[src/design/glob_wildcard_matcher_assert.svh]
// assertion macros used by the matcher top
`ifndef GLOB_WILDCARD_MATCHER_ASSERT_SVH
`define GLOB_WILDCARD_MATCHER_ASSERT_SVH

// checked at every edge, reset included
`define GWM_ASSERT_ALWAYS(label, prop, msg) \
	label: assert property (@(posedge clk) prop) else $error(msg);

// checked only while out of reset
`define GWM_ASSERT(label, prop, msg) \
	label: assert property (@(posedge clk) disable iff (!arst_n) prop) else $error(msg);

`endif

[src/design/gwm_pkg.sv]
package gwm_pkg;

	typedef enum logic [1:0] {
		OP_APPEND = 2'd0,
		OP_DATA   = 2'd1,
		OP_END    = 2'd2,
		OP_CLEAR  = 2'd3
	} op_t;

	localparam logic [7:0] STAR_CHAR = 8'h2A;
	localparam logic [7:0] ANY_CHAR  = 8'h3F;
	localparam logic [7:0] UPPER_A   = 8'h41;
	localparam logic [7:0] UPPER_Z   = 8'h5A;
	localparam logic [7:0] CASE_BIT  = 8'h20;

	function automatic logic [7:0] fold_char(input logic [7:0] c, input logic en);
		logic [7:0] r;
		r = c;
		if (en && c >= UPPER_A && c <= UPPER_Z) begin
			r = c | CASE_BIT;
		end
		return r;
	endfunction

endpackage

[src/design/glob_wildcard_matcher.sv]
// Glob matcher: load a pattern with append words ('*' any run, '?' any one char),
// then stream a name one data word at a time; an end word returns matched and
// pattern_overflow and rearms for the next name, a clear word empties the pattern.
// Throughput is one word per cycle for every op while in_stall is low. An accepted word
// sits in an input register and is processed from there; an end word's verdict then
// is written to the result register. The per-cycle path is the star closure, a carry
// chain over PATTERN_MAX+1 positions, followed by one byte compare per position.
// in_stall rises only while an end word waits behind a stalled, full result register.
`include "glob_wildcard_matcher_assert.svh"

module glob_wildcard_matcher #(
	parameter int PATTERN_MAX = 32
) (
	input  logic          clk,
	input  logic          arst_n,
	input  logic          cfg_we,
	input  logic          cfg_wdata,
	input  logic          in_valid,
	output logic          in_stall,
	input  gwm_pkg::op_t  op,
	input  logic [7:0]    char_code,
	output logic          out_valid,
	input  logic          out_stall,
	output logic          matched,
	output logic          pattern_overflow
);
	import gwm_pkg::*;

	localparam int LW = $clog2(PATTERN_MAX + 1);
	localparam int IW = $clog2(PATTERN_MAX);
	localparam logic [PATTERN_MAX:0] REARM = (PATTERN_MAX + 1)'(1);

	logic                 case_insensitive_q;
	logic                 valid_s1;
	op_t                  op_s1;
	logic [7:0]           char_s1;
	logic [7:0]           pattern_store_q [PATTERN_MAX];
	logic [LW-1:0]        len_q;
	logic [PATTERN_MAX:0] active_q;
	logic                 overflow_q;
	logic                 out_valid_q;
	logic                 matched_q;
	logic                 overflow_out_q;
	logic [PATTERN_MAX:0] closed;
	logic [PATTERN_MAX:0] next_active;
	logic                 consume;
	logic                 full;
	logic                 in_take;

	assign consume  = valid_s1 && ((op_s1 != OP_END) || !out_valid_q || !out_stall);
	assign in_stall = valid_s1 && !consume;
	assign in_take  = in_valid && !in_stall;
	assign full     = (len_q == LW'(PATTERN_MAX));

	gwm_nfa #(.N(PATTERN_MAX)) u_nfa (
		.fold_en     (case_insensitive_q),
		.ch          (char_s1),
		.store       (pattern_store_q),
		.len         (len_q),
		.active      (active_q),
		.closed      (closed),
		.next_active (next_active)
	);

	always_ff @(posedge clk or negedge arst_n) begin
		if (!arst_n) begin
			case_insensitive_q <= 1'b1;
		end else if (cfg_we) begin
			case_insensitive_q <= cfg_wdata;
		end
	end

	// input register
	always_ff @(posedge clk or negedge arst_n) begin
		if (!arst_n) begin
			valid_s1 <= 1'b0;
		end else if (in_take) begin
			valid_s1 <= 1'b1;
		end else if (consume) begin
			valid_s1 <= 1'b0;
		end
	end

	always_ff @(posedge clk) begin
		if (in_take) begin
			op_s1   <= op;
			char_s1 <= char_code;
		end
	end

	always_ff @(posedge clk) begin
		if (consume && op_s1 == OP_APPEND && !full) begin
			pattern_store_q[len_q[IW-1:0]] <= char_s1;
		end
	end

	// matcher state
	always_ff @(posedge clk or negedge arst_n) begin
		if (!arst_n) begin
			len_q      <= '0;
			active_q   <= REARM;
			overflow_q <= 1'b0;
		end else if (consume) begin
			unique case (op_s1)
				OP_APPEND: begin
					if (full) begin
						overflow_q <= 1'b1;
					end else begin
						len_q <= len_q + LW'(1);
					end
				end
				OP_DATA: begin
					active_q <= next_active;
				end
				OP_END: begin
					active_q <= REARM;
				end
				OP_CLEAR: begin
					len_q      <= '0;
					overflow_q <= 1'b0;
					active_q   <= REARM;
				end
				default: begin
					active_q <= REARM;
				end
			endcase
		end
	end

	// result register
	always_ff @(posedge clk or negedge arst_n) begin
		if (!arst_n) begin
			out_valid_q <= 1'b0;
		end else if (consume && op_s1 == OP_END) begin
			out_valid_q <= 1'b1;
		end else if (!out_stall) begin
			out_valid_q <= 1'b0;
		end
	end

	always_ff @(posedge clk) begin
		if (consume && op_s1 == OP_END) begin
			matched_q      <= closed[len_q] && !overflow_q;
			overflow_out_q <= overflow_q;
		end
	end

	assign out_valid        = out_valid_q;
	assign matched          = matched_q;
	assign pattern_overflow = overflow_out_q;

	`GWM_ASSERT(a_end_gives_word, (consume && op_s1 == OP_END) |=> out_valid, "end word lost")
	`GWM_ASSERT(a_no_match_on_ovf, out_valid |-> !(matched && pattern_overflow), "match with overflow")
	`GWM_ASSERT_ALWAYS(a_len_range, len_q <= LW'(PATTERN_MAX), "pattern length out of range")
	`GWM_ASSERT(a_active_in_len, (active_q >> len_q) <= REARM, "active position beyond pattern")
	`GWM_ASSERT(a_stall_needs_end, in_stall |-> (op_s1 == OP_END && out_valid_q), "spurious stall")

endmodule

[src/design/gwm_nfa.sv]
module gwm_nfa #(
	parameter int N = 32
) (
	input  logic                       fold_en,
	input  logic [7:0]                 ch,
	input  logic [7:0]                 store [N],
	input  logic [$clog2(N+1)-1:0]     len,
	input  logic [N:0]                 active,
	output logic [N:0]                 closed,
	output logic [N:0]                 next_active
);
	import gwm_pkg::*;

	logic [N-1:0] inlen;
	logic [N-1:0] star;
	logic [N-1:0] hit;
	logic [N:0]   gen_x;
	logic [N:0]   gen_y;
	logic [N:0]   sum;
	logic [N:0]   carry;
	logic [7:0]   fc;

	assign fc = fold_char(ch, fold_en);

	for (genvar i = 0; i < N; i++) begin : g_pos
		assign inlen[i] = (int'(len) > i);
		assign star[i]  = inlen[i] && (store[i] == STAR_CHAR);
		assign hit[i]   = inlen[i] && !star[i] &&
			((store[i] == ANY_CHAR) || (fold_char(store[i], fold_en) == fc));
	end

	// star closure as a carry chain: carry into i+1 = star[i] & (active[i] | carry[i])
	assign gen_x = {1'b0, star};
	assign gen_y = gen_x & active;
	assign sum   = gen_x + gen_y;
	assign carry = sum ^ gen_x ^ gen_y;
	assign closed = active | carry;

	// stars hold their own position, other matches advance by one
	assign next_active = ({1'b0, closed[N-1:0] & star}) | ({closed[N-1:0] & hit, 1'b0});

endmodule

[config.mk]
export PLATFORM = sky130hd
export DESIGN_NAME = glob_wildcard_matcher
export DESIGN_NICKNAME = d
export VERILOG_FILES = /design/src/design/gwm_pkg.sv /design/src/design/glob_wildcard_matcher.sv /design/src/design/gwm_nfa.sv
export VERILOG_INCLUDE_DIRS = /design/src /design/src/design
export SDC_FILE = /design/constraint.sdc
export NUM_CORES = 1
export LEC_CHECK = 0
export ABC_AREA = 1
export BUFFER_PORTS_ARGS = -buffer_cell sky130_fd_sc_hd__buf_2
export CAP_MARGIN = 0
export CORE_MARGIN = 3
export CORE_UTILIZATION = 55
export DETAILED_ROUTE_END_ITERATION = 8
export HOLD_SLACK_MARGIN = 0.08
export PLACE_DENSITY_LB_ADDON = 0.2
export SYNTH_ARGS = -nofsm -noshare
export SYNTH_HDL_FRONTEND = slang
export SYNTH_HIERARCHICAL = 1
export SYNTH_SLANG_ARGS = --single-unit
[constraint.sdc]
create_clock -name clk -period 3 [get_ports clk]
set_input_delay 0.6 -clock clk [delete_from_list [all_inputs] [get_ports clk]]
set_output_delay 0.6 -clock clk [all_outputs]
set_load 0.05 [all_outputs]
-- Word-level counts from Yosys, hierarchy flattened
Cells that the tools add are included.
- register bits after elaboration: 311
- word-level logic and storage cells: 554
- $add $sub $neg: 2
- order comparisons: 101
- equal/unequal tests: 104
- mux-type cells: 47
- bitwise operators: 8
- reduce and logical (&&, ||, !) cells: 250
- operator list (cell ; number):
    == test 8 x 6 -> 1 bit, second input constant ; 64
    greater-or-equal comparator 8 x 7 -> 1 bit, second input constant ; 33
    <= comparator 8 x 7 -> 1 bit, second input constant ; 33
    bitwise mux 256 bit ; 1
    == test 8 bit ; 32
    two-way mux 6 bit ; 34
    logical AND 1 bit ; 170
    greater-than comparator 6 x 5 -> 1 bit, second input constant ; 16
    case mux 33 bit (2 select lines) ; 1
    AND 32 bit ; 2
    greater-than comparator 6 x 4 -> 1 bit, second input constant ; 8
    demux 8 bit (select 5 bit) ; 1
    logical NOT 1 bit ; 38
    logical OR 1 bit ; 34
    adder 32 x 33 -> 33 bit ; 1
    AND 32 x 33 -> 33 bit ; 1
    bitwise OR 32 x 33 -> 33 bit ; 1
    bitwise OR 33 bit ; 1
    XOR 33 x 32 -> 33 bit ; 1
    XOR 33 bit ; 1
    greater-than comparator 6 x 3 -> 1 bit, second input constant ; 4
    greater-than comparator 6 x 1 -> 1 bit, second input constant ; 2
    greater-than comparator 6 x 2 -> 1 bit, second input constant ; 2
    case mux 6 bit (2 select lines) ; 1
    other kinds (19) ; 30

-- Longest topological paths before layout
Gate-level depths: netlist (run 1).
- word-level depth: 10
- depth in mapped cells: 27
- gate-level depth less buffers: 26

-- Cells and area by module
The synthesis (run 1) kept the hierarchy.
- modules (own cells, without submodules) (module ; times used ; cells each ; area each (um^2) ; sequential area each (um^2)):
    glob_wildcard_matcher ; 1 ; 646 ; 10684.0 ; 9126.3
    gwm_nfa ; 1 ; 2013 ; 9919.5 ; 0.0

-- Worst setup path before layout (run 1)
Ideal clock, no wire load.
- path type: reg-to-reg
- start point: reg len_q[2]
- end point: reg matched_q (netlist: matched) (data pin)
- library setup time: 0.256 ns
- arrival: 2.631 ns
- required time: 2.744 ns
- path slack: 0.113 ns
- cell stages (with the launch flop): 25
- buffers on the path: 1
- cell sequence: dfrtp_1 -> buf_4 -> nor2_1 -> nand2_1 -> o21ai_1 -> nor2_2 -> ha_1 -> inv_1 -> nand2_1 -> nand3_1 -> nand3_1 -> nand2_1 -> nand2_1 -> nor2_1 -> inv_1 -> inv_1 -> nand2_1 -> nand3_1 -> nand2_1 -> nand2_1 -> nand2_1 -> nor2_1 -> nand2_1 -> nand2_1 -> a21oi_1
- word-level cells in the longest chain between the ends: 10
- RTL lines (item ; RTL line ; text):
    start: declaration ; glob_wildcard_matcher.sv:38 ; logic [LW-1:0] len_q;
    start signal: assignment ; glob_wildcard_matcher.sv:109 ; len_q <= len_q + LW'(1);
    greater-than comparator 6 x 1 -> 1 bit, or another cell as far along ; gwm_nfa.sv:26 ; assign inlen[i] = (int'(len) > i);
    logical AND 1 bit ; gwm_nfa.sv:27 ; assign star[i] = inlen[i] && (store[i] == STAR_CHAR);
    AND 32 x 33 -> 33 bit ; gwm_nfa.sv:34 ; assign gen_y = gen_x & active;
    adder 32 x 33 -> 33 bit ; gwm_nfa.sv:35 ; assign sum = gen_x + gen_y;
    XOR 33 x 32 -> 33 bit ; gwm_nfa.sv:36 ; assign carry = sum ^ gen_x ^ gen_y;
    XOR 33 bit (*) ; gwm_nfa.sv:36 ;
    bitwise OR 33 bit (*) ; gwm_nfa.sv:37 ; assign closed = active | carry;
    via closed[14] ; glob_wildcard_matcher.sv:44 ; logic [PATTERN_MAX:0] closed;
    binary-select mux 1 bit (select 6 bit) (*) ; glob_wildcard_matcher.sv:143 ; matched_q <= closed[len_q] && !overflow_q;
    two-way mux 1 bit (not written as such) (*) ; glob_wildcard_matcher.sv:143 ;
    logical AND 1 bit (*) ; glob_wildcard_matcher.sv:143 ;
    end signal: assignment ; glob_wildcard_matcher.sv:143 ;
    end: declaration ; glob_wildcard_matcher.sv:42 ; logic matched_q;
Mark *: on every way through the listed nets, which the timed path passes. The rest lies on a longest branch. The select of a mux whose other input is x is not followed.
A chain may end at the register's enable or synchronous reset.

-- Worst setup path after layout (run 1)
- start point: reg len_q[2]
- end point: reg matched_q (netlist: matched) (data pin)
- word-level cells in the longest chain between the ends: 10
- RTL lines (item ; RTL line):
    greater-than comparator 6 x 1 -> 1 bit, or another cell as far along ; gwm_nfa.sv:26
    logical AND 1 bit ; gwm_nfa.sv:27
    AND 32 x 33 -> 33 bit ; gwm_nfa.sv:34
    adder 32 x 33 -> 33 bit ; gwm_nfa.sv:35
    XOR 33 x 32 -> 33 bit ; gwm_nfa.sv:36
    XOR 33 bit (*) ; gwm_nfa.sv:36
    bitwise OR 33 bit (*) ; gwm_nfa.sv:37
    via closed[18] ; glob_wildcard_matcher.sv:44
    binary-select mux 1 bit (select 6 bit) (*) ; glob_wildcard_matcher.sv:143
    two-way mux 1 bit (not written as such) (*) ; glob_wildcard_matcher.sv:143
    logical AND 1 bit (*) ; glob_wildcard_matcher.sv:143
Marks and branches as above.

==> key figures, run 1 <==
Status
  – Outcome: completed

Die
  – Die width: 200 um
  – I/O pin cnt: 20
  – CORE AREA: 0.0368 sq mm
  – FP Rows: 70
  – Die height: 200 um
  – Initial Util: 0.560
  – DIE AREA: 0.0398 sq mm

Logic synthesis
  – Async SR Flop Fraction: 0.138
  – Post-synth top cells: nand2_1, inv_1, nor2_1
  – EDFF count, synth: 268
  – Yosys top cell by area: edfxtp_1
  – XOR/XNOR share of the synthesized area: 0.0927
  – Unique cell type count in the Yosys netlist: 53
  – Sequential fraction of the synthesis area: 0.443
  – Area share of the largest cell type after synthesis: 0.391
  – Post-Synth Adder-Cell Area: 0.00304
  – Simple-gate share of the synthesized area: 0.331
  – Mapped Cells: 2659
  – Mux share of post-synthesis cell area: 0.000547
  – Most common cell in the netlist: nand2_1
  – Avg Synthesized Cell Area: 7.75 sq um
  – YS warnings: 6
  – Synthesized Nets: 2680
  – Main combinational cell family by area after synthesis: simple AND/OR/NAND/NOR gates
  – Synth top area cells: edfxtp_1, nand2_1, nand3_1, inv_1, nor2_1
  – Compound-Gate Fraction of Synth Area: 0.0490
  – Cell Area, Synth: 0.0206 sq mm
  – FF+latch count, synth: 311
  – Top_reg_cell synth: edfxtp_1

Timing
  – Relative slew slack: 0.514
  – Fin. Hold Viols: 0
  – Setup Viol. Count Final: 0
  – Worst Clk Skew: 0.0233 ns
  – Least-Margin Pin Slew: 0.729 ns
  – Tmin final: 2.99 ns
  – TNS Setup: 0 ns
  – Maximum clock frequency: 335 MHz
  – Period utilization: 0.996
  – RSZ-0062 raised after global routing: true
  – Max-slew violations: 0

Routing
  – First drt pass iteration count: 9
  – Routed WL: 70700 um
  – Post-DR vias/cell: 5.83
  – Residual DRC count: 0
  – Avg WL per Cell: 20.1 um
  – Routed via count: 20400
  – DRT antenna net count: 0
  – DRT iter0 DRCs: 2006

Global route
  – Initial antenna violation count: 0
  – Total grt overflow: 0
  – Vias in the first global route: 19300
  – Total GRT Usage: 0.348
  – First-pass GRT wire length: 106000 um
  – Largest net degree at the start of global routing: 65

Clock network
  – Clk buf depth: 3
  – H-tree levels: 2
  – Clk_lat worst skew: 0.57 ns
  – Clk slew on worst S/H paths: 0.06 ns
  – Root Buffer: clkbuf_16
  – Clock sinks: 311
  – TritonCTS clock tree: done
  – CTS buffer count: 35
  – Cts hold-fix bufs: 0

Critical path
  – Crit path max-delay family: simple AND/OR/NAND/NOR gates
  – CP Launch Type: flip-flop
  – R2R Path Start: len_q[2]
  – WP data arrival: 3.40 ns
  – Crit path from: len_q[2]
  – CP most frequent cell: nand2_1
  – CP max-delay cell: dfrtp_2
  – Crit Path Class: reg2reg
  – Crit path max fanout: 4
  – Largest stage delay on the critical path: 0.47 ns
  – Reg2Reg Setup Slack: 0.01 ns
  – R2R depth: 25
  – CP Buf/Inv Count: 6
  – Data required time of the critical path: 3.42 ns
  – FF-to-FF End: matched
  – Crit end category: flip-flop

Final layout
  – Number of diodes: 0
  – Design Area, Final: 0.0256 sq mm
  – Nets: 3037
  – Final core occ: 0.697
  – Share of post-route cells with drive strength above 1: 0.218
  – Synth-to-Final Area Change: 24.5%

Power
  – Overall power: 10300 uW
  – Peak supply drop: 568 uV
  – Power Dens Cells: 401 mW/mm^2
  – Leakage Power: 0.0107 uW

Hold path
  – Worst Hold Class: in2async

Placement
  – RePlAce Congestion: 1.07
  – Port Buffers: 19
  – Detailed-placement wirelength estimate: 51100 um
  – Placed cell areas: 0.0236 sq mm

Run
  – Max-Cap Viols: 0
-- power by group --
| group | switching (uW) | total, uW | internal (uW) |
|---|---|---|---|
| logic | 784 | 1170 | 390 |
| clock network | 1780 | 4320 | 2540 |
| registers | 58.1 | 4810 | 4750 |
-- metrics by stage --
stage	hold WS [ns]	instances	setup WS [ns]
2_1_floorplan	0.304	2659	0.113
3_3_place_gp	0.469	3417	-0.362
3_5_place_dp	0.493	3417	-0.363
4_1_cts	0.185	3485	0.00615
5_1_grt	0.201	3509	-0.159
6_report	0.159	3509	0.0124
-- how the worst max path moves through the flow --
stage | depth (start not counted) | slack (ns) | endpoint
global placement | 22 | -0.36 | matched
CTS | 25 | 0.006 | matched
detailed placement | 22 | -0.36 | matched
finish | 25 | 0.01 | matched
global route | 24 | -0.16 | matched
floorplan | 24 | 0.11 | matched
-- cells in the final DEF (no fill, tap or decap), types with 52 or more instances in the layout --
cell type,instances
xnor2_1,122
nand3_1,248
xor2_1,96
nand2_2,57
nor2_1,267
inv_1,336
nor3_1,57
edfxtp_1,268
nand4_1,132
buf_4,343
o21ai_0,52
nand2_1,596
-- repair_timing --
action / 4_1_cts / 5_1_grt
gates resized for setup: 43 / 173
endpoints found under the setup margin: 19 / 4
buffers inserted: 6 / 24
pin swaps: 2 / 44
-- flip-flops by register name (all words and copies together), names as in the netlist --
name                cells
pattern_store_q       256
active_q               33
char_s1                 8
len_q                   6
op_s1                   2
case_insensitive_q      1
matched                 1
out_valid               1
overflow_q              1
pattern_overflow        1
valid_s1                1
-- cells by family (layout without fill, tap and decap cells) --
| logic type | Yosys count | in the layout |
|---|---|---|
| and+or+nand+nor | 1528 | 1528 |
| buffers and inverters | 423 | 805 |
| DFF | 311 | 311 |
| xor gates and xnor gates | 218 | 218 |
| AOI/OAI and AO/OA | 173 | 173 |
| adders and majority gates | 5 | 5 |
| muxes | 1 | 1 |
-- layout make-up --
| class | count | area, sq um |
|---|---|---|
| multi-input cells | 1925 | 10500 |
| repair buffers | 379 | 2940 |
| well taps | 468 | 586 |
| clock buffers | 47 | 921 |
| inverters | 364 | 1380 |
| clock inverters | 15 | 226 |
| flip-flops and latches | 311 | 9130 |
| fillers | 2961 | 11100 |
-- metal layers --
layer	vias up	GRT usage	wire [um]
met2	1084	0.562	32200
met1	9551	0.445	28000
li1	9547	-	-
met4	0	0.197	4250
met5	-	0	0
met3	260	0.0577	6210
Note: power is estimated with default switching activity, not from simulation.
==> inputs of run 2 (changes only) <==
--- a/config.mk
+++ b/config.mk
@@ -9,7 +9,7 @@
 export ABC_AREA = 1
 export BUFFER_PORTS_ARGS = -buffer_cell sky130_fd_sc_hd__buf_2
 export CAP_MARGIN = 0
-export CORE_MARGIN = 3
+export CORE_MARGIN = 4
 export CORE_UTILIZATION = 55
 export DETAILED_ROUTE_END_ITERATION = 8
 export HOLD_SLACK_MARGIN = 0.08
==> run 2 against run 1 <==
Cell area increased by 0.67%. Clock power decreased by 1%. Sequential share of layout area decreased by 0.24 points. Sequential cell count unchanged. Combinational power about the same. Worst hold slack improved by 0.054 ns. Sequential power about the same. Total power decreased by 0.34%. Die area increased by 2.0%. Routed wire length increased by 0.42%. Final cell count decreased by 0.60%. Via count decreased by 0.35%.
==> key figures, run 2 (same netlist as run 1, synthesis figures left out) <==
Final layout
  – Share of post-route cells with drive strength above 1: 0.231 (was 0.218)
  – Fillers: 2930 (was 2961)
  – Largest register FFs: 256 (unchanged)
  – Final core occ: 0.702 (was 0.697)
  – Synth-to-Final Area Change: 25.3% (was 24.5%)
  – Design Area, Final: 0.0258 sq mm (was 0.0256 sq mm)
  – Nets: 3014 (was 3037)
  – Number of diodes: 0 (unchanged)
  – Area of the multi-input gates: 0.0107 sq mm (was 0.0105 sq mm)
  – Register area: 0.00913 sq mm (unchanged)
  – Most frequent cells in the layout: nand2_1, inv_1, buf_4 (was nand2_1, buf_4, inv_1)
  – Commonest non-fill, non-tap cell in the layout: nand2_1 (unchanged)

Routing
  – Residual DRC count: 0 (unchanged)
  – Routed via count: 20400 (about the same)
  – DRT iter0 DRCs: 2368 (was 2006)
  – First drt pass iteration count: 6 (was 9)
  – Avg WL per Cell: 20.3 um (was 20.1 um)
  – DRT antenna net count: 0 (unchanged)
  – Post-DR vias/cell: 5.84 (was 5.83)
  – Routed WL: 71000 um (was 70700 um)

Critical path
  – CP max-delay cell: dfrtp_2 (unchanged)
  – Largest stage delay on the critical path: 0.46 ns (was 0.47 ns)
  – WP data arrival: 3.26 ns (was 3.40 ns)
  – CP most frequent cell: nand2_1 (unchanged)
  – CP Launch Type: flip-flop (unchanged)
  – Crit end category: flip-flop (unchanged)
  – Data required time of the critical path: 3.31 ns (was 3.42 ns)
  – Crit Path Class: reg2reg (unchanged)
  – Crit path max fanout: 7 (was 4)

Timing
  – Tmin final: 2.95 ns (was 2.99 ns)
  – Fin. Hold Viols: 0 (unchanged)
  – Least-Margin Pin Slew: 0.701 ns (was 0.729 ns)
  – Relative slew slack: 0.531 (was 0.514)
  – Max-slew violations: 0 (unchanged)
  – Hold Slack: 0.213 ns (was 0.159 ns)
  – Maximum clock frequency: 339 MHz (was 335 MHz)
  – Worst Clk Skew: 0.0266 ns (was 0.0233 ns)
  – TNS Setup: 0 ns (unchanged)
  – RSZ-0062 raised after global routing: true (unchanged)
  – Period utilization: 0.982 (was 0.996)
  – Setup Viol. Count Final: 0 (unchanged)

Global route
  – Total GRT Usage: 0.337 (was 0.348)
  – Vias in the first global route: 19400 (was 19300)
  – Total grt overflow: 0 (unchanged)
  – First-pass GRT wire length: 107000 um (was 106000 um)
  – Initial antenna violation count: 1 (was 0)
  – Largest net degree at the start of global routing: 51 (was 65)

Clock network
  – TritonCTS clock tree: done (unchanged)
  – Clk slew on worst S/H paths: 0.06 ns (about the same)
  – Clock sinks: 311 (unchanged)
  – CTS buffer count: 36 (was 35)
  – Clk_lat worst skew: 0.56 ns (was 0.57 ns)
  – H-tree levels: 2 (unchanged)
  – Clk buf depth: 3 (unchanged)
  – Root Buffer: clkbuf_16 (unchanged)

Power
  – NetSw: 2610 uW (was 2620 uW)
  – Comb pwr share: 0.117 (was 0.114)
  – Sw Share: 0.254 (was 0.255)
  – Int Pwr: 7650 uW (was 7670 uW)
  – Clock share of power: 0.415 (was 0.419)
  – Overall power: 10300 uW (about the same)
  – Leakage Power: 0.0107 uW (about the same)
  – Power Dens Cells: 397 mW/mm^2 (was 401 mW/mm^2)
  – Peak supply drop: 507 uV (was 568 uV)
  – Seq pwr share: 0.468 (was 0.467)

Run
  – Max-Cap Viols: 0 (unchanged)

Placement
  – Placed cell areas: 0.0235 sq mm (was 0.0236 sq mm)
  – RePlAce Congestion: 1.07 (about the same)
  – Port Buffers: 19 (unchanged)
  – Detailed-placement wirelength estimate: 52300 um (was 51100 um)

Die
  – CORE AREA: 0.0368 sq mm (unchanged)
  – I/O pin cnt: 20 (unchanged)
  – DIE AREA: 0.0406 sq mm (was 0.0398 sq mm)
  – FP Rows: 70 (unchanged)
  – Die width: 202 um (was 200 um)
  – Die height: 202 um (was 200 um)
  – Initial Util: 0.560 (unchanged)

Hold path
  – Worst Hold Class: in2reg (was in2async)

Status
  – Outcome: completed (unchanged)
==> run 2: critical path: cells and delay by family (launching register included) <==
kind / cells / cell delay [ns]
flip-flops: 1 / 0.46
AO/OA/AOI/OAI: 2 / 0.11
AND/OR/NAND/NOR: 16 / 1.29
buffers and inverters: 8 / 0.82
==> run 2: timing repair <==
action,4_1_cts,5_1_grt
resized for setup,33,270
hold endpoints to repair,17,0
endpoints found under the setup margin,21,12
setup buffers,4,23
pin swaps,4,49
hold buffers,1,0
==> run 2: layout make-up <==
| class | instances | share of cell area |
|---|---|---|
| Inverter | 364 | 0.0533 |
| Multi-Input combinational cell | 1925 | 0.416 |
| Clock buffer | 49 | 0.0380 |
| Tap cell | 468 | 0.0227 |
| Timing Repair Buffer | 355 | 0.110 |
| Clock inverter | 16 | 0.00615 |
| Sequential cell | 311 | 0.354 |
==> run 2: worst paths after layout <==
path                            depth (start not counted)  slack, ns         start           to
worst min-delay path                                    1       0.21  char_code[5]   char_s1[5]
worst max register to register                         26       0.05      len_q[5]      matched
worst min register to register                          2       0.49   active_q[0]  active_q[0]
min in group asynchronous                               3       0.58        arst_n  active_q[5]
worst max-delay path                                   26       0.05      len_q[5]      matched
max in group asynchronous                               3       2.02        arst_n     len_q[0]
==> run 2: power by group through the flow <==
| stage | logic (uW) | registers [uW] | clock network (uW) |
|---|---|---|---|
| after floorplan | 583 | 4900 | 0 |
| after global placement | 1080 | 4880 | 0 |
| after detailed placement | 1090 | 4880 | 0 |
| after CTS | 1100 | 4800 | 4320 |
| after global routing | 1280 | 4810 | 4540 |
| final | 1200 | 4800 | 4260 |
==> run 2: routing by layer <==
layer  up-vias  routed length, um  GRT usage
met5         -                 17          0
met1      9640              29600      0.465
met4         2               3040      0.132
li1       9516                  -          -
met2      1006              31900      0.537
met3       206               6400     0.0564
==> run 2: per-stage QoR <==
step,worst slack [ns],instances
2_1_floorplan,0.113,2659
3_3_place_gp,-0.586,3396
3_5_place_dp,-0.492,3396
4_1_cts,0.000847,3466
5_1_grt,-0.147,3488
6_report,0.0533,3488
